<file path="src/hw/rtl/imsu_pkg.sv">
package imsu_pkg;

  // Fixed field widths
  localparam int SITE_W     = 16;
  localparam int RND_W      = 16;
  localparam int MAG_W      = 18;
  localparam int ENE_W      = 19;
  localparam int CFG_SIDE_W = 9;
  localparam int THR_W      = 16;

  // Configuration port
  localparam int DATA_W  = 32;
  localparam int PADDR_W = 4;

  localparam logic [PADDR_W-3:0] REG_SIDE  = 2'd0;
  localparam logic [PADDR_W-3:0] REG_SMALL = 2'd1;
  localparam logic [PADDR_W-3:0] REG_LARGE = 2'd2;

  // Lattice limits and register resets
  localparam int MAX_SIDE_DEF = 256;
  localparam int MIN_SIDE     = 2;
  localparam int RESET_SIDE   = 256;
  localparam int RESET_SMALL  = 8869;
  localparam int RESET_LARGE  = 1200;

  typedef enum logic [2:0] {
    ADDR_SITE,
    ADDR_RIGHT,
    ADDR_LEFT,
    ADDR_DOWN,
    ADDR_UP,
    ADDR_CLEAR
  } addr_sel_t;

  typedef struct packed {
    logic      load_in;
    logic      rd_en;
    addr_sel_t addr_sel;
    logic      cap_spin;
    logic      acc;
    logic      finish;
    logic      clr_en;
  } ctrl_cmd_t;

  typedef struct packed {
    logic err;
    logic clr_last;
    logic out_busy;
  } ctrl_sts_t;

endpackage

</file>
<file path="src/hw/rtl/imsu_regs.sv">
module imsu_regs import imsu_pkg::*; #(
  parameter int MAX_SIDE = MAX_SIDE_DEF
) (
  input  logic                                         clk,
  input  logic                                         rst,
  input  logic                                         psel,
  input  logic                                         penable,
  input  logic                                         pwrite,
  input  logic [PADDR_W-1:0]                           paddr,
  input  logic [DATA_W-1:0]                            pwdata,
  output logic [DATA_W-1:0]                            prdata,
  output logic                                         pready,
  output logic [$clog2(MAX_SIDE+1)-1:0]                side_use,
  output logic [$clog2(MAX_SIDE*MAX_SIDE+1)-1:0]       n,
  output logic [THR_W-1:0]                             thr_small,
  output logic [THR_W-1:0]                             thr_large,
  output logic                                         init
);

  localparam int SIDE_W    = $clog2(MAX_SIDE + 1);
  localparam int COUNT_W   = $clog2(MAX_SIDE * MAX_SIDE + 1);
  localparam int CL_W      = (SIDE_W > CFG_SIDE_W) ? SIDE_W : CFG_SIDE_W;
  localparam int RESET_USE = (RESET_SIDE > MAX_SIDE) ? MAX_SIDE :
                             ((RESET_SIDE < MIN_SIDE) ? MIN_SIDE : RESET_SIDE);

  logic [CFG_SIDE_W-1:0] side_raw;
  logic [PADDR_W-3:0]    idx;
  logic                  wr;
  logic [CL_W-1:0]       side_wr;
  logic [SIDE_W-1:0]     side_clamp;
  logic [2*SIDE_W-1:0]   side_sq;

  assign pready = 1'b1;
  assign idx    = paddr[PADDR_W-1:2];
  assign wr     = psel & penable & pwrite & pready;

  always_comb begin
    side_wr = CL_W'(pwdata[CFG_SIDE_W-1:0]);
    if (side_wr < CL_W'(MIN_SIDE)) begin
      side_clamp = SIDE_W'(MIN_SIDE);
    end else if (side_wr > CL_W'(MAX_SIDE)) begin
      side_clamp = SIDE_W'(MAX_SIDE);
    end else begin
      side_clamp = SIDE_W'(side_wr);
    end
    side_sq = side_clamp * side_clamp;
  end

  always_ff @(posedge clk) begin
    if (rst) begin
      side_raw  <= CFG_SIDE_W'(RESET_SIDE);
      side_use  <= SIDE_W'(RESET_USE);
      n         <= COUNT_W'(RESET_USE * RESET_USE);
      thr_small <= THR_W'(RESET_SMALL);
      thr_large <= THR_W'(RESET_LARGE);
      init      <= 1'b1;
    end else begin
      init <= 1'b0;
      if (wr) begin
        case (idx)
          REG_SIDE: begin
            side_raw <= pwdata[CFG_SIDE_W-1:0];
            side_use <= side_clamp;
            n        <= COUNT_W'(side_sq);
            init     <= 1'b1;
          end
          REG_SMALL: thr_small <= pwdata[THR_W-1:0];
          REG_LARGE: thr_large <= pwdata[THR_W-1:0];
          default: ;
        endcase
      end
    end
  end

  always_comb begin
    case (idx)
      REG_SIDE:  prdata = DATA_W'(side_raw);
      REG_SMALL: prdata = DATA_W'(thr_small);
      REG_LARGE: prdata = DATA_W'(thr_large);
      default:   prdata = '0;
    endcase
  end

endmodule

</file>
<file path="config.mk">
export PLATFORM = sky130hd
export DESIGN_NAME = imsu_regs
export DESIGN_NICKNAME = d
export VERILOG_FILES = /design/src/hw/rtl/imsu_pkg.sv /design/src/hw/rtl/imsu_regs.sv
export SDC_FILE = /design/constraint.sdc
export NUM_CORES = 1
export LEC_CHECK = 0
export BUFFER_PORTS_ARGS = -buffer_cell sky130_fd_sc_hd__buf_2
export CORE_MARGIN = 5
export CORE_UTILIZATION = 40
export CTS_CLUSTER_DIAMETER = 60
export CTS_CLUSTER_SIZE = 25
export DETAILED_ROUTE_END_ITERATION = 12
export HOLD_SLACK_MARGIN = 0.06
export PLACE_DENSITY = 0.72
export SLEW_MARGIN = 20
export SYNTH_ARGS = -nofsm -noshare
export SYNTH_HDL_FRONTEND = slang
export SYNTH_SLANG_ARGS = --single-unit
</file>
<file path="constraint.sdc">
create_clock -name clk -period 6.5 [get_ports clk]
set_input_delay 0.325 -clock clk [delete_from_list [all_inputs] [get_ports clk]]
set_output_delay 0.325 -clock clk [all_outputs]
set_load 0.01 [all_outputs]
</file>
* Word-level counts from Yosys, hierarchy flattened
Cells that the tools add are included.
** Word-level totals
- Register bits :: 68
- Memories kept :: 0
- Word-level logic and storage cells :: 22
- Output and inout bits :: 92
- Memory bits (writable) :: 0
- Latch bits :: 0
- Input port bits :: 41
- Bits in read-only memories :: 0
** Cells by class
- Reduce and logical (&&, ||, !) cells :: 4
- Order comparisons :: 2
- Bitwise gates (word level) :: 2
- Equal/unequal tests :: 2
- $add $sub $neg :: 0
- $mul :: 1
- Multiplexer cells :: 5
- Div/mod/pow operators :: 0
- Shifts and indexed selects :: 0
** Operators with widths (count)
- $pmux W16 S3 :: 1
- $mux W9 :: 2
- $mul A9 B9 Y17 :: 1
- $gt A9 B9 Y1 const B :: 1
- $lt A9 B2 Y1 const B :: 1
- $reduce_and A2 Y1 :: 3
- $and A1 B1 Y1 :: 2
- $eq A2 B1 Y1 const B :: 1
- $eq A2 B2 Y1 const B :: 1
- $logic_not A2 Y1 :: 1
- $mux W1 :: 2

* Depth between registers and ports, before layout
- Depth after elaboration :: 4
- Gate-level depth with buffers :: 21
- Gate-level depth less buffers :: 20

* Worst setup path after synthesis
OpenSTA, ideal clock, no wires.
- Path kind :: input to register
- From :: input pwdata[8]
- To :: register n[14]
- Path buffers :: 1
- Data arrival time :: 4.750 ns
- Slack :: 1.632 ns
- Data required time :: 6.383 ns
- Stages on the path :: 19
- Cell sequence :: clkbuf_1 > nor2b_1 > inv_1 > nor2_1 > inv_1 > fa_1 > inv_1 > fa_1 > inv_1 > fa_1 > fa_1 > inv_1 > ha_1 > o21a_1 > o31a_1 > o211ai_2 > a211oi_1 > or3_1 > a32o_1
** Between the ends
- Word-level cells in the longest chain between the ends :: 4
- Elaborated cells on any way between the ends :: 5
** RTL lines
- start, declared :: RTL line imsu_regs.sv:10 : input logic [DATA_W-1:0] pwdata,
- $gt A9 B9 Y1 :: RTL line imsu_regs.sv:41 : end else if (side_wr > CL_W'(MAX_SIDE)) begin
- $mux W9 :: RTL line imsu_regs.sv:41
- $mux W9 (*) :: RTL line imsu_regs.sv:39 : if (side_wr < CL_W'(MIN_SIDE)) begin
- $mul A9 B9 Y17 (*) :: RTL line imsu_regs.sv:46 : side_sq = side_clamp * side_clamp;
- end signal, assigned :: RTL line imsu_regs.sv:53 : n <= COUNT_W'(RESET_USE * RESET_USE);
- end signal, assigned :: RTL line imsu_regs.sv:64 : n <= COUNT_W'(side_sq);
- end, declared :: RTL line imsu_regs.sv:14 : output logic [$clog2(MAX_SIDE*MAX_SIDE+1)-1:0] n,
Mark *: on every way between the ends. The rest lies on a longest branch, timed or not.
A chain may end at the register's enable or synchronous reset.

* Final worst setup path
- From :: input pwdata[5]
- To :: register n[14]
Same word-level chain as after synthesis.

==> summary by stage <==
Outcome
The run finished with clean final reports.

Cells and area
The number of antenna diodes in the final layout is 0. Of the cells placed in the final design, the portion with a size suffix greater than 1 is 0.1850. The layout-stage area growth over the synthesis result is 17.92%.

The count of cells in the finished layout, fillers not included, comes to 808. The net count of the finished layout is 765.

Detailed routing
For this block, the initial DRC count from the detailed router was 334. The via-per-instance ratio is 5.172. The via count of the routed design is 4179. The top routing layer in use is met4. The routed wirelength normalized by instance count is 15.46 µm. The routed design uses 6347 µm of met2 wire. Wires add up to 12490 µm.

For this run, design rule violations remaining after detail routing come to 0. The met1 layer wirelength in the final routing is 5253 µm. Summed over all nets, wire length on met3 after detailed routing comes to 696 µm. In this run the remaining antenna-violating nets after routing total 0. The length of the first detailed-routing pass in iterations is 5.

Global route
The number of antenna violations at the first check in global routing was 0. In the global route stage, overall resource usage came out at 0.1761. Entering global routing, the biggest net connects 68 pins. The number of global-route vias before repair is 4195.

The first global-routing pass estimated 20600 µm of wire. For this run the aggregate overflow at the end of global routing stands at 0.

Power
The static leakage is 0.002607 µW. In this run the power density over the cells is 245.7 nW/µm². IR analysis of the VDD net gives a maximum drop of 0.1424 mV. The total power after layout is 1353 µW.

Logic synthesis
The multiplexer share of the synthesized area is 0.02143. For this run, the register share of the synthesized area comes to 0.2829. After synthesis the netlist holds a flip-flop and latch count of 66.

The area share of fa/ha/maj cells after synthesis is 0.2277. The synthesized netlist occupies a cell area of 4671 µm². In the synthesized netlist the dominant register cell turns out to be sky130_fd_sc_hd__dfxtp_1.

The cell accounting for the most synthesized area is sky130_fd_sc_hd__dfxtp_1. Of the post-synthesis cell area, the dominant cell type holds 0.2829. In the post-synthesis netlist, the cell with the most instances is sky130_fd_sc_hd__nand2_1.

Counting flops with a built-in enable in the synthesized netlist gives 0. Of the total synthesized cell area, the portion taken by AND, OR, NAND and NOR gates is 0.2167. Sorting the synthesized cells by area gives the leading types as sky130_fd_sc_hd__dfxtp_1, sky130_fd_sc_hd__fa_1, sky130_fd_sc_hd__nand2_1. The synthesized area divided by synthesized cell count is 8.151 µm².

The count of warnings emitted by yosys is 0. The async set-reset flop share out of synthesis is 0. The dominant combinational cell family by area after synthesis is adder cells. The parity-gate share of the synthesized area counting xor and xnor cells is 0.01875.

The share of the synthesized area in compound gates (AO/OA/AOI/OAI) is 0.1294. Synthesis instantiated 44 different standard cells from the library. Ranked by instance count, the synthesized netlist is headed by sky130_fd_sc_hd__nand2_1, sky130_fd_sc_hd__dfxtp_1, sky130_fd_sc_hd__inv_1. Synthesis produced a netlist whose cell count is 573.

CTS
The CTS tree is yes. The count of H-tree levels built during CTS is 3. The total clock buffers created by CTS is 9. After clock tree synthesis, the clock-pin slew on the worst setup and hold paths is 0.06 ns. In this run the post-CTS setup repair buffer count came out at 0. The later-pin clock latency in the skew report is 0.33 ns. In this run, post-CTS repair resized a total of 0 instances. The maximum root-to-sink buffer count is 2.

The number of hold buffers added after CTS is 0. The cell sitting at the root of the clock tree is a sky130_fd_sc_hd__clkbuf_16. The tree built by TritonCTS fans out to 66 sinks.

Place
The congestion estimate from routability-driven global placement came to 0.8926. Input and output buffers added on the ports amount to 96. The placed cell count is 792. Summed over all nets, the half-perimeter wirelength after detailed placement is 9375 µm.

Timing
The worst clock skew on the final layout is 0 ns. The final setup violation count is 0. The worst path in the final design needs a cycle of 5.097 ns, including I/O delays and setup. The final setup TNS is 0 ns. The smallest hold slack is 0.2251 ns.

The highest achievable clock rate is 0.1962 GHz. Measured against its own limit, the worst slew margin works out to 0.4068. The total count of max-transition violations in the final report came to 0. Of the available clock period, the critical path in the final layout requires 0.7841.

The number of failing hold endpoints at the final stage is 0. The transition at the pin with the smallest max-transition slack is 0.8872 ns. Setup repair after global routing left no endpoint under its margin.

Floorplan
The number of cell rows is 39. In this run the vertical extent of the chip is 118.1 µm. 133 I/O pins were placed. The effective utilization at floorplan is 0.4091.

The total area inside the core boundary comes to 11420 µm². In this run the horizontal extent of the chip is 118.1 µm. The die covers 13940 µm².

Setup path
STA puts the critical path data arrival time at 5.32 ns. The required arrival time at the worst endpoint is 6.73 ns. By startpoint and endpoint, the worst setup path is classified as primary input to register.

The worst setup path is launched from a primary input. The largest fanout of any net on the critical path is 10. The element type at the critical path end is a register.

Job
Max-cap violations in this run came to 0.

Hold path
The worst hold path belongs to the class primary input to register.
## state kept, by name, indices dropped and copies added, names as in the netlist
signal / flops
init: 1
thr_small: 16
side_raw: 9
n: 15
thr_large: 16
side_use: 9
## critical path: stages
cell                       delay [ns]
sky130_fd_sc_hd__buf_2           0.22
sky130_fd_sc_hd__nor4_1          0.09
sky130_fd_sc_hd__nand2_1         0.09
sky130_fd_sc_hd__nor2_1          0.04
sky130_fd_sc_hd__nor3b_1         0.62
sky130_fd_sc_hd__nand2_1         0.19
sky130_fd_sc_hd__fa_1            0.57
sky130_fd_sc_hd__fa_1            0.53
sky130_fd_sc_hd__inv_1           0.05
sky130_fd_sc_hd__ha_1            0.30
sky130_fd_sc_hd__inv_1           0.06
sky130_fd_sc_hd__fa_1            0.52
sky130_fd_sc_hd__fa_1            0.50
sky130_fd_sc_hd__nor2b_4         0.15
sky130_fd_sc_hd__o31a_1          0.29
sky130_fd_sc_hd__o211ai_2        0.12
sky130_fd_sc_hd__a211oi_1        0.26
sky130_fd_sc_hd__o21ai_0         0.13
sky130_fd_sc_hd__a32o_1          0.26
## power by group
group / switching [µW] / leakage, µW / internal (µW) / total (µW)
combinational: 264 / 0.00193 / 173 / 437
sequential: 4.54 / 0.000534 / 412 / 417
clock: 199 / 0.000146 / 300 / 499
total: 467 / 0.00261 / 886 / 1350
## metrics by stage
| stage | util | setup WS (ns) | instance area, µm² |
|---|---|---|---|
| 6_report | 0.4824 | 1.403 | 5508 |
| 3_3_place_gp | 0.4545 | 1.250 | 5190 |
| 3_5_place_dp | 0.4545 | 1.107 | 5190 |
| 4_1_cts | 0.4810 | 1.382 | 5493 |
| 2_1_floorplan | - | 1.632 | 4768 |
| 5_1_grt | 0.4824 | 1.004 | 5508 |
## layer usage
metal,track usage,vias up
met5,0,-
met1,0.2159,2038
met3,0.03316,16
met2,0.3101,143
met4,0.05520,0
li1,-,1982
## cell families (layout without fill, tap and decap cells)
logic type	Yosys count	count (layout)
AOI/OAI and AO/OA	99	99
xor gates and xnor gates	10	10
adders and majority gates	64	64
buffers and inverters	106	172
DFF	66	66
muxes	10	10
other	2	28
and+or+nand+nor	216	216
## final cells by class
type,instances,area (µm²)
tap,143,178.9
inverter,57,214.0
clock buffer,9,225.2
fill,1070,5911
sequential,66,1321
timing repair buffer,99,505.5
clock inverter,7,77.57
multi-input combinational,427,2985
## worst paths after layout
path / from / to / slack [ns] / cells after the start
setup reg to reg: n[11]$_SDFFE_PP0P_ / n[11]$_SDFFE_PP0P_ / 5.80 / 2
hold reg to reg: side_raw[8]$_SDFFE_PP1P_ / side_raw[8]$_SDFFE_PP1P_ / 0.45 / 2
setup / recovery: pwdata[5] / n[14]$_SDFFE_PP0P_ / 1.40 / 19
hold / removal: pwdata[13] / thr_small[13]$_SDFFE_PP1P_ / 0.23 / 3
## cells in the final DEF, fill, tap and decap left out, types with 9 or more instances in the layout
cell | synthesis | routed
sky130_fd_sc_hd__buf_2 | 4 | 95
sky130_fd_sc_hd__nand3b_1 | 13 | 13
sky130_fd_sc_hd__nand2_1 | 131 | 131
sky130_fd_sc_hd__a21oi_1 | 53 | 53
sky130_fd_sc_hd__and2_1 | 15 | 15
sky130_fd_sc_hd__mux2i_1 | 10 | 10
sky130_fd_sc_hd__conb_1 | 2 | 28
sky130_fd_sc_hd__a22o_1 | 9 | 9
sky130_fd_sc_hd__inv_1 | 57 | 57
sky130_fd_sc_hd__nor2_1 | 24 | 24
sky130_fd_sc_hd__dfxtp_1 | 66 | 66
sky130_fd_sc_hd__clkbuf_16 | 0 | 9
sky130_fd_sc_hd__nor2b_1 | 10 | 10
sky130_fd_sc_hd__o21ai_0 | 14 | 14
sky130_fd_sc_hd__ha_1 | 29 | 29
sky130_fd_sc_hd__fa_1 | 35 | 35
(Power assumes the default switching activity.)
