File: src/hw/rtl/imsu_pkg.sv
package imsu_pkg;

  // Fixed field widths
  localparam int SITE_W     = 16;
  localparam int RND_W      = 16;
  localparam int MAG_W      = 18;
  localparam int ENE_W      = 19;
  localparam int CFG_SIDE_W = 9;
  localparam int THR_W      = 16;

  // Configuration port
  localparam int DATA_W  = 32;
  localparam int PADDR_W = 4;

  localparam logic [PADDR_W-3:0] REG_SIDE  = 2'd0;
  localparam logic [PADDR_W-3:0] REG_SMALL = 2'd1;
  localparam logic [PADDR_W-3:0] REG_LARGE = 2'd2;

  // Lattice limits and register resets
  localparam int MAX_SIDE_DEF = 256;
  localparam int MIN_SIDE     = 2;
  localparam int RESET_SIDE   = 256;
  localparam int RESET_SMALL  = 8869;
  localparam int RESET_LARGE  = 1200;

  typedef enum logic [2:0] {
    ADDR_SITE,
    ADDR_RIGHT,
    ADDR_LEFT,
    ADDR_DOWN,
    ADDR_UP,
    ADDR_CLEAR
  } addr_sel_t;

  typedef struct packed {
    logic      load_in;
    logic      rd_en;
    addr_sel_t addr_sel;
    logic      cap_spin;
    logic      acc;
    logic      finish;
    logic      clr_en;
  } ctrl_cmd_t;

  typedef struct packed {
    logic err;
    logic clr_last;
    logic out_busy;
  } ctrl_sts_t;

endpackage

File: src/hw/rtl/imsu_ctrl.sv
module imsu_ctrl import imsu_pkg::*; (
  input  logic      clk,
  input  logic      rst,
  input  logic      in_valid,
  output logic      in_stall,
  input  logic      init,
  input  ctrl_sts_t sts,
  output ctrl_cmd_t cmd
);

  typedef enum logic [2:0] {
    S_CLEAR,
    S_IDLE,
    S_SITE,
    S_RIGHT,
    S_LEFT,
    S_DOWN,
    S_UP,
    S_DEC
  } state_t;

  state_t state, state_next;
  logic   busy;

  // a pending re-init blocks the input before the state machine reacts to it
  assign in_stall = busy | init;

  always_ff @(posedge clk) begin
    if (rst) begin
      state <= S_CLEAR;
      busy  <= 1'b1;
    end else begin
      state <= state_next;
      busy  <= (state_next != S_IDLE);
    end
  end

  always_comb begin
    state_next   = state;
    cmd          = '0;
    cmd.addr_sel = ADDR_SITE;
    case (state)
      S_CLEAR: begin
        cmd.clr_en   = 1'b1;
        cmd.addr_sel = ADDR_CLEAR;
        if (sts.clr_last) state_next = S_IDLE;
      end
      S_IDLE: begin
        if (in_valid && !in_stall) begin
          cmd.load_in = 1'b1;
          state_next  = S_SITE;
        end
      end
      S_SITE: begin
        if (sts.err) begin
          state_next = S_DEC;
        end else begin
          cmd.rd_en  = 1'b1;
          state_next = S_RIGHT;
        end
      end
      S_RIGHT: begin
        cmd.rd_en    = 1'b1;
        cmd.addr_sel = ADDR_RIGHT;
        cmd.cap_spin = 1'b1;
        state_next   = S_LEFT;
      end
      S_LEFT: begin
        cmd.rd_en    = 1'b1;
        cmd.addr_sel = ADDR_LEFT;
        cmd.acc      = 1'b1;
        state_next   = S_DOWN;
      end
      S_DOWN: begin
        cmd.rd_en    = 1'b1;
        cmd.addr_sel = ADDR_DOWN;
        cmd.acc      = 1'b1;
        state_next   = S_UP;
      end
      S_UP: begin
        cmd.rd_en    = 1'b1;
        cmd.addr_sel = ADDR_UP;
        cmd.acc      = 1'b1;
        state_next   = S_DEC;
      end
      S_DEC: begin
        // hold here while the previous result is still stalled
        if (!sts.out_busy) begin
          cmd.finish = 1'b1;
          state_next = S_IDLE;
        end
      end
      default: state_next = S_CLEAR;
    endcase

    // lattice re-init restarts the clear sweep
    if (init) begin
      state_next  = S_CLEAR;
      cmd.clr_en  = 1'b0;
      cmd.load_in = 1'b0;
      cmd.finish  = 1'b0;
    end
  end

endmodule

File: config.mk
export PLATFORM = sky130hd
export DESIGN_NAME = imsu_ctrl
export DESIGN_NICKNAME = d
export VERILOG_FILES = /design/src/hw/rtl/imsu_pkg.sv /design/src/hw/rtl/imsu_ctrl.sv
export SDC_FILE = /design/constraint.sdc
export NUM_CORES = 1
export LEC_CHECK = 0
export ABC_AREA = 1
export BUFFER_PORTS_ARGS = -buffer_cell sky130_fd_sc_hd__buf_2
export CORE_AREA = 2 2 39 41
export CTS_CLUSTER_SIZE = 8
export DETAILED_ROUTE_END_ITERATION = 10
export DIE_AREA = 0 0 41 43
export PLACE_DENSITY = 0.45
export SETUP_SLACK_MARGIN = 0.3
export SLEW_MARGIN = 20
export SYNTH_ARGS = -nofsm -noshare
export SYNTH_HDL_FRONTEND = slang
export SYNTH_SLANG_ARGS = --single-unit
File: constraint.sdc
create_clock -name clk -period 1.7 [get_ports clk]
set_clock_uncertainty 0.15 [all_clocks]
set_input_delay 0.17 -clock clk [delete_from_list [all_inputs] [get_ports clk]]
set_output_delay 0.17 -clock clk [all_outputs]
set_load 0.01 [all_outputs]
Word level (Yosys, flattened, before mapping)

Cells that the tools add are included.

Register bits: 4
Word-level logic and storage cells: 34
Input bits: 7
Output and inout port bits: 10

Reductions and logical operators: 5
Muxes and demuxes: 18
Equal/unequal tests: 8
Bitwise gates (word level): 1

Operators with widths:

| operator             | number |
|---|---|
| $pmux W3 S8          | 1 |
| $mux W3              | 5 |
| $pmux W3 S5          | 1 |
| $eq A3 B3 Y1 const B | 4 |
| $mux W1              | 9 |
| $eq A3 B2 Y1 const B | 2 |
| $reduce_or A4 Y1     | 1 |
| $eq A3 B1 Y1 const B | 1 |
| $logic_not A3 Y1     | 1 |
| $ne A3 B1 Y1 const B | 1 |
| $reduce_or A3 Y1     | 1 |
| $mux W2              | 1 |
| $pmux W1 S2          | 1 |
| $logic_and A1 B1 Y1  | 1 |
| $logic_not A1 Y1     | 1 |
| $or A1 B1 Y1         | 1 |

Logic depth before layout (Yosys ltp)

Gate-level depths: netlist (run 1).

Depth after elaboration: 7
Gate-level depth with buffers: 8
Gate-level depth less buffers: 7

Least setup slack after synthesis (run 1)

OpenSTA, ideal clock, no wires.

Kind: register -> output
From: register state[2]
To: output port cmd[7] (netlist name)
Arrival: 0.904 ns
Required time: 1.380 ns
Path buffers: 0
Cell stages (with the launch flop): 4
Path slack: 0.476 ns
Cell sequence: dfxtp_1 inv_2 a21oi_1 a31o_2

RTL lines:

| what                     | RTL line        | text |
|---|---|---|
| start: declaration       | imsu_ctrl.sv:22 | `state_t state, state_next;` |
| start signal: assignment | imsu_ctrl.sv:33 | `state <= state_next;` |
| end: declaration         | imsu_ctrl.sv:8  | `output ctrl_cmd_t cmd` |

==> results.yml, run 1 <==
global_route:
  grtUsageTotal: 0.108
  antenna_found_initial: 0
  grt_pass1_wl_mm: 1.26
  grt_overflow: 0
  grt_start_max_net_pins: 10
  grt_pass1_vias: 324
power_and_ir_drop:
  switchingPower_mw: 0.0612
  power_frac_comb: 0.156
  p_total_mw: 0.251
  clockPowerShare: 0.459
  internal_power_mw: 0.190
  leakagePower_nw: 0.257
  power_density_nw_per_um2: 533
  p_sw_frac: 0.244
  p_seq_frac: 0.385
  ir_worst_vdd_mv: 0.535
placed_design:
  post-place-cells: 83
  place_area_um2: 397
  routabilityCongestion: 0.646
  place_hpwl_um: 610
  port_buffers: 16
timing:
  fmax_mhz: 724
  rsz0062_at_grt: "yes"
  period_minus_slack_ns: 1.38
  tightest_slew_ns: 0.212
  setup_viol: 0
  slew_headroom: 0.857
  fin_crit_sh: 0.812
  maxSlewViolCount: 0
  finalSetupTns_ns: 0
  fin_hold_ws_ns: 0.101
  hold_viol: 0
route:
  drt_pass1_iterations: 4
  wl_per_cell_um: 8.94
  drt_iter0_drc: 2
  route.detailed.drc: 0
  drt-total-wl_um: 796
  vias: 387
  vias_per_cell: 4.35
  ant_nets: 0
cts:
  clock_latency_ns: 0.23
  clk_pin_slew_ns: 0.04
  root_buffer: "clkbuf_4"
  cts_made_buffers: 3
  clock_path_buffers: 2
  cts_tree: "yes"
  cts.htree.levels: 1
  clock-sinks: 4
floorplanning:
  ioPinCount: 17
  num_rows: 14
  die_area_um2: 1760
  die_w_um: 41
  core_um2: 1380
  start_util: 0.222
  die_h_um: 43
worst_setup_path:
  crit_required_ns: 1.38
  crit_fanout: 8
  cp-end-kind: "output port"
  critPathMaxStageDelay_ns: 0.38
  crit_path_start_kind: "register"
  r2r_slack_ns: 0.46
  crit_type: "reg2out"
  slowest_stage: "dfxtp_4"
  path_cells: "inv_4 > nor4_1 > buf_2"
  arrival_ns: 1.06
cells_and_area:
  insertedDiodeCount: 0
  finalNonFillerCells: 89
  area_delta_synth_final_pct: 53.3
  drive_gt1_frac: 0.493
  nNetsFinal: 82
  final_cell_area_um2: 472
logic_synthesis:
  syn_area_per_cell_um2: 5.92
  synth-seq-cells: 4
  synth_cell_types: 17
  syn_inst: 52
  synth_nets: 59
  yosysWarnings: 0
  netlist_area_um2: 308
  yosysSeqAreaShare: 0.260
job:
  drv_cap: 0
worst_hold_path:
  min_path_type: "in2reg"
run_status:
  status: "complete, no violations"
[per-stage QoR]
step / util / worst slack, ns
CTS: 0.324 / 0.285
global placement: 0.287 / 0.409
floorplan: - / 0.476
detailed placement: 0.287 / 0.418
finish: 0.341 / 0.319
global route: 0.341 / 0.231
[critical path: cells and delay by family (launching register included)]
kind,cells,cell delay (ns)
buf+inv,2,0.23
flops,1,0.38
simple gates,1,0.21
[power by group through the flow]
stage	Combinational (mW)	Sequential, mW	Clock, mW
2_1_floorplan	0.0183	0.100	0
3_3_place_gp	0.0346	0.101	0
3_5_place_dp	0.0343	0.101	0
4_1_cts	0.0385	0.0985	0.120
5_1_grt	0.0449	0.0972	0.127
6_report	0.0393	0.0967	0.115
[state kept, by name, summed over array words and instances, names as in the netlist]
signal,cells
busy,1
state,3
[path summary, 6_finish.rpt]
| kind | to | cells past startpoint | from |
|---|---|---|---|
| worst max-delay path | cmd[1] | 3 | state[2] |
| worst min register to register | state[0] | 4 | busy |
| worst max register to register | busy | 8 | state[0] |
| worst min-delay path | state[0] | 4 | init |
[routing by layer]
metal | global-route usage | vias up | wire, µm
met2 | 0.141 | 18 | 292
li1 | - | 212 | -
met1 | 0.145 | 157 | 401
met3 | 0.0628 | 0 | 102
met4 | 0.0400 | 0 | 0
met5 | 0 | - | 0
[layout make-up]
cell class                 count  area, µm²
clock buffer                   3       22.5
fill                         158        912
sequential                     4       91.3
multi-input combinational     38        196
tap                           16       20.0
inverter                       9       36.3
timing repair buffer          19        105
[cell families (layout without fill, tap and decap cells)]
logic type      Yosys count  after routing  synth area share
compound gates            6              6             0.142
buf+inv                  10             31             0.146
flops                     4              4             0.260
simple gates             32             32             0.451
[cells in the mapped netlist]
cell type	instances	area (µm²)
buf_6	1	11.3
a21oi_2	1	8.76
nand4_1	1	6.26
o211ai_1	1	7.51
nand3b_1	1	7.51
nor4_1	1	6.26
nor2_1	11	41.3
nand2_2	1	6.26
nand2_1	11	41.3
inv_1	7	26.3
a31o_2	1	8.76
o21ai_2	1	8.76
dfxtp_1	4	80.1
inv_2	2	7.51
nand3_1	6	30.0
a21oi_1	1	5.00
o21ai_0	1	5.00
[layout by cell type (no fill, tap or decap)]
cell type,n
nor2_1,9
o211ai_1,1
buf_2,16
buf_4,2
nor2_2,2
inv_4,1
nand3b_1,1
a31o_2,1
o21ai_0,1
clkbuf_4,3
dlygate4sd3_1,1
nand4_1,1
o21ai_2,1
nand2_2,3
a21oi_2,2
dfxtp_1,1
nand3_1,6
inv_2,2
dfxtp_4,3
nand2_1,9
nor4_1,1
inv_1,6
[what timing repair did]
item / CTS / global route
endpoints found under the setup margin: 8 / 8
endpoints found under the hold margin: 2 / 0
hold buffers: 1 / 0
gates resized for setup: 7 / 6
buffers inserted: 1 / 1
(Power assumes the default switching activity.)
==> run 2, diff against run 1 <==
--- a/config.mk
+++ b/config.mk
@@ -11,7 +11,7 @@
 export CTS_CLUSTER_SIZE = 8
 export DETAILED_ROUTE_END_ITERATION = 10
 export DIE_AREA = 0 0 41 43
-export PLACE_DENSITY = 0.45
+export PLACE_DENSITY = 0.47
 export SETUP_SLACK_MARGIN = 0.3
 export SLEW_MARGIN = 20
 export SYNTH_ARGS = -nofsm -noshare
==> constraint.sdc (replaced) <==
create_clock -name clk -period 1.2 [get_ports clk]
set_clock_uncertainty 0.15 [all_clocks]
set_input_delay 0.12 -clock clk [delete_from_list [all_inputs] [get_ports clk]]
set_output_delay 0.12 -clock clk [all_outputs]
set_load 0.01 [all_outputs]
==> results.yml, run 2 (synthesized netlist as in run 1, its figures left out) <==
worst_setup_path:
  r2r_slack_ns: -0.05
  crit_fanout: 7
  crit_type: "reg2out"
  cp-end-kind: "output port"
  crit_required_ns: 0.93
  critical_path_buf_inv_count: 2
  critPathMaxStageDelay_ns: 0.32
  path_cells: "buf_12 > nor2_4 > nand2_2 > o211ai_1 > buf_2"
  cpLargestDelayFamily: "flip-flops"
  arrival_ns: 1.10
  slowest_stage: "dfxtp_2"
  crit_path_start_kind: "register"
  ff2ff_path_depth: 6
  r2r-start: "state[0]"
  r2r_end: "busy"
power_and_ir_drop:
  p_total_mw: 0.398
  power_density_nw_per_um2: 582
  ir_worst_vdd_mv: 0.460
  leakagePower_nw: 0.345
timing:
  fin_crit_sh: 1.14
  tightest_slew_ns: 0.169
  slew_headroom: 0.887
  rsz0062_at_grt: "yes"
  period_minus_slack_ns: 1.37
  setup_viol: 12
  hold_viol: 0
  setup_slack_ns: -0.170
  fmax_mhz: 730
  maxSlewViolCount: 0
worst_hold_path:
  whs_path_depth: 4
  hold_start: "rst"
  min_path_type: "in2reg"
  min_to: "state[0]"
cells_and_area:
  drive_gt1_frac: 0.679
  top_regs: "state: 3 flops, busy: 1 flops"
  regMostFlops: "state"
  nNetsFinal: 89
  final_cell_mix: "12 x buf_2, 9 x buf_6, 6 x nand2_1"
  area_delta_synth_final_pct: 122
  nFillCells: 153
  insertedDiodeCount: 0
  largest_reg_flops: 3
  layout_commonest_cell: "buf_2"
  multi_input_area_um2: 282
  regArea_um2: 88.8
floorplanning:
  start_util: 0.222
  die_h_um: 43
  num_rows: 14
  ioPinCount: 17
  die_area_um2: 1760
  die_w_um: 41
  core_um2: 1380
global_route:
  grt_pass1_wl_mm: 1.37
  grt_pass1_vias: 359
  antenna_found_initial: 0
  grt_start_max_net_pins: 8
  grtUsageTotal: 0.115
  grt_overflow: 0
placed_design:
  place_hpwl_um: 727
  routabilityCongestion: 0.712
  pre_cts_slack_ns: -0.0493
  port_buffers: 16
cts:
  clock-sinks: 4
  clock_latency_ns: 0.23
  clk_pin_slew_ns: 0.04
  cts.htree.levels: 1
  clock_path_buffers: 2
  cts_tree: "yes"
  root_buffer: "clkbuf_4"
  cts_made_buffers: 3
route:
  drt_iter0_drc: 1
  met1_length_um: 392
  vias_per_cell: 4.49
  wl_met3_um: 63
  wl_met2_um: 536
  drt_pass1_iterations: 4
  wl_per_cell_um: 10.2
  drt-total-wl_um: 993
  ant_nets: 0
  route.detailed.drc: 0
  highest_layer: "met3"
  vias: 436
job:
  drv_cap: 0
run_status:
  violations: "setup timing"
  status: "finished, violations left"
run 2: changes by cell type in the layout (fill, tap and decap cells not counted), moves of 2 or more:
cell / before / now
nor2_1: 9 / 5
nand2_4: 0 / 2
nand3_2: 0 / 3
buf_2: 16 / 12
nand2_1: 9 / 6
nor2_4: 0 / 4
nand3_1: 6 / 3
buf_6: 0 / 9
run 2: where the power goes:
part	total, mW	switching, mW	internal [mW]	leakage (nW)
registers	0.141	0.00742	0.134	0.0346
logic	0.0751	0.0384	0.0367	0.295
clock network	0.182	0.0569	0.125	0.0150
total	0.398	0.103	0.296	0.345
run 2: how the worst max path moves through the flow:
stage / from / endpoint / cells past startpoint
after floorplan: state[1] / busy / 7
after global placement: state[1] / busy / 7
after detailed placement: state[1] / busy / 7
after CTS: state[1] / cmd[8] / 7
after global routing: state[1] / cmd[4] / 5
final: state[1] / cmd[4] / 5
run 2: area by class of cell:
cell class / count / area share
sequential: 4 / 0.130
clock buffer: 4 / 0.0384
multi-input combinational: 38 / 0.411
inverter: 9 / 0.0786
tap: 16 / 0.0293
timing repair buffer: 26 / 0.313
run 2: metal layers:
metal | global-route usage | up-vias
li1 | - | 227
met1 | 0.121 | 196
met2 | 0.194 | 13
met3 | 0.0314 | 0
met4 | 0.0600 | 0
met5 | 0 | -
run 2: tightest hold or removal path: stages:
cell and delay [ns]:
buf_2 0.09, nor2_1 0.04, nand2_1 0.06, a21oi_2 0.04
run 2: metrics by stage:
stage	utilization	cell area, µm²	instances	setup TNS [ns]	hold WS, ns
finish	0.495	684	97	-1.25	0.00442
floorplan	-	342	52	0	0.0327
global route	0.495	684	97	-1.92	0.0237
CTS	0.411	569	94	-1.55	0.00310
global placement	0.325	450	84	-0.0434	0.159
detailed placement	0.325	450	84	-0.0634	0.164
run 2: repair_timing:
| item | CTS | global route |
|---|---|---|
| setup endpoints to repair | 14 | 14 |
| gates resized for setup | 14 | 23 |
| pin swaps | 5 | 7 |
| buffers inserted | 5 | 3 |
| endpoints found under the hold margin | 2 | 0 |
| hold buffers | 1 | 0 |
==> run 3, diff against run 2 <==
--- a/config.mk
+++ b/config.mk
@@ -11,7 +11,8 @@
 export CTS_CLUSTER_SIZE = 8
 export DETAILED_ROUTE_END_ITERATION = 10
 export DIE_AREA = 0 0 41 43
-export PLACE_DENSITY = 0.47
+export PLACE_DENSITY = 0.45
+export REMOVE_ABC_BUFFERS = 1
 export SETUP_SLACK_MARGIN = 0.3
 export SLEW_MARGIN = 20
 export SYNTH_ARGS = -nofsm -noshare
==> constraint.sdc (replaced) <==
create_clock -name clk -period 1.5 [get_ports clk]
set_clock_uncertainty 0.15 [all_clocks]
set_input_delay 0.15 -clock clk [delete_from_list [all_inputs] [get_ports clk]]
set_output_delay 0.15 -clock clk [all_outputs]
set_load 0.01 [all_outputs]
==> results.yml, run 3 (synthesized netlist as in run 1, its figures left out) <==
cts:
  cts.htree.levels: 1
  clock-sinks: 4
  clock_path_buffers: 2
  cts_tree: "yes"
  clock_latency_ns: 0.23
  cts_made_buffers: 3
  root_buffer: "clkbuf_4"
  clk_pin_slew_ns: 0.04
cells_and_area:
  largest_reg_flops: 3
  final_cell_mix: "14 x buf_2, 9 x nand2_1, 7 x nor2_1"
  top_regs: "state: 3 flops, busy: 1 flops"
  regMostFlops: "state"
  layout_commonest_cell: "buf_2"
  area_delta_synth_final_pct: 68.7
  drive_gt1_frac: 0.541
  post-route-util: 0.375
  final_cell_area_um2: 519
  insertedDiodeCount: 0
  nNetsFinal: 83
  finalNonFillerCells: 90
route:
  drt_pass1_iterations: 4
  drt_iter0_drc: 10
  ant_nets: 0
  vias: 402
  vias_per_cell: 4.47
  wl_per_cell_um: 9.77
  route.detailed.drc: 0
  drt-total-wl_um: 879
timing:
  fin_crit_sh: 0.915
  setup_viol: 0
  finalSetupTns_ns: 0
  slew_headroom: 0.872
  setup_slack_ns: 0.127
  maxSlewViolCount: 0
  fin_hold_ws_ns: 0.0402
  period_minus_slack_ns: 1.37
  hold_viol: 0
  rsz0062_at_grt: "yes"
  fmax_mhz: 729
  tightest_slew_ns: 0.190
placed_design:
  post-place-cells: 83
  place_hpwl_um: 635
  place_area_um2: 397
  pre_cts_slack_ns: 0.222
  routabilityCongestion: 0.701
  port_buffers: 16
global_route:
  grt_pass1_wl_mm: 1.23
  grt_start_max_net_pins: 8
  grt_pass1_vias: 323
  grtUsageTotal: 0.104
  antenna_found_initial: 0
  grt_overflow: 0
worst_setup_path:
  crit_required_ns: 1.20
  crit_start: "state[2]"
  crit_type: "reg2out"
  r2r-start: "state[0]"
  crit_path_start_kind: "register"
  arrival_ns: 1.07
  cp-end-kind: "output port"
  crit_fanout: 7
floorplanning:
  core_um2: 1380
  num_rows: 14
  die_h_um: 43
  die_area_um2: 1760
  die_w_um: 41
  ioPinCount: 17
  start_util: 0.222
worst_hold_path:
  min_path_type: "in2reg"
  hold_start: "rst"
run_status:
  status: "complete, no violations"
job:
  drv_cap: 0
power_and_ir_drop:
  p_total_mw: 0.288
  leakagePower_nw: 0.267
  ir_worst_vdd_mv: 0.325
  power_density_nw_per_um2: 555
run 3: changes by cell type in the layout (fill, tap and decap cells not counted), moves of 2 or more:
cell	delta
nand3_1	+3
nand2_1	+3
buf_2	+2
buf_6	-7
nor2_1	+2
nand2_4	-2
nor2_4	-3
nand3_2	-3
run 3: report_power, final:
part | switching [mW] | internal, mW | total, mW
Sequential | 0.00383 | 0.105 | 0.109
Combinational | 0.0261 | 0.0213 | 0.0474
Clock | 0.0420 | 0.0894 | 0.131
run 3: final timing paths:
kind              slack [ns]        to  depth (start not counted)
setup / recovery        0.13    cmd[7]                          4
hold / removal          0.04  state[0]                          4
setup reg to reg        0.26      busy                          6
hold reg to reg         0.44  state[0]                          4
run 3: area by class of cell:
type / count / area, µm²
clock buffers: 3 / 22.5
fillers: 150 / 865
inverters: 9 / 38.8
multi-input cells: 38 / 221
flip-flops and latches: 4 / 91.3
well taps: 16 / 20.0
repair buffers: 20 / 125
run 3: critical path, cell delays in order (launching register included):
cell,delay [ns]
dfxtp_4,0.37
inv_6,0.10
a21oi_2,0.04
a31o_2,0.22
buf_6,0.11
run 3: layer usage:
layer,share of wire,track usage,up-vias
li1,-,-,214
met1,0.45,0.119,173
met2,0.47,0.159,15
met3,0.078,0.0471,0
met4,0,0.0400,0
met5,0,0,-
run 3: repair_timing:
item / CTS / global route
hold buffers: 1 / 0
resized for setup: 17 / 5
hold endpoints to repair: 2 / 0
pin swaps: 2 / 0
setup endpoints to repair: 12 / 12
setup buffers: 3 / 0
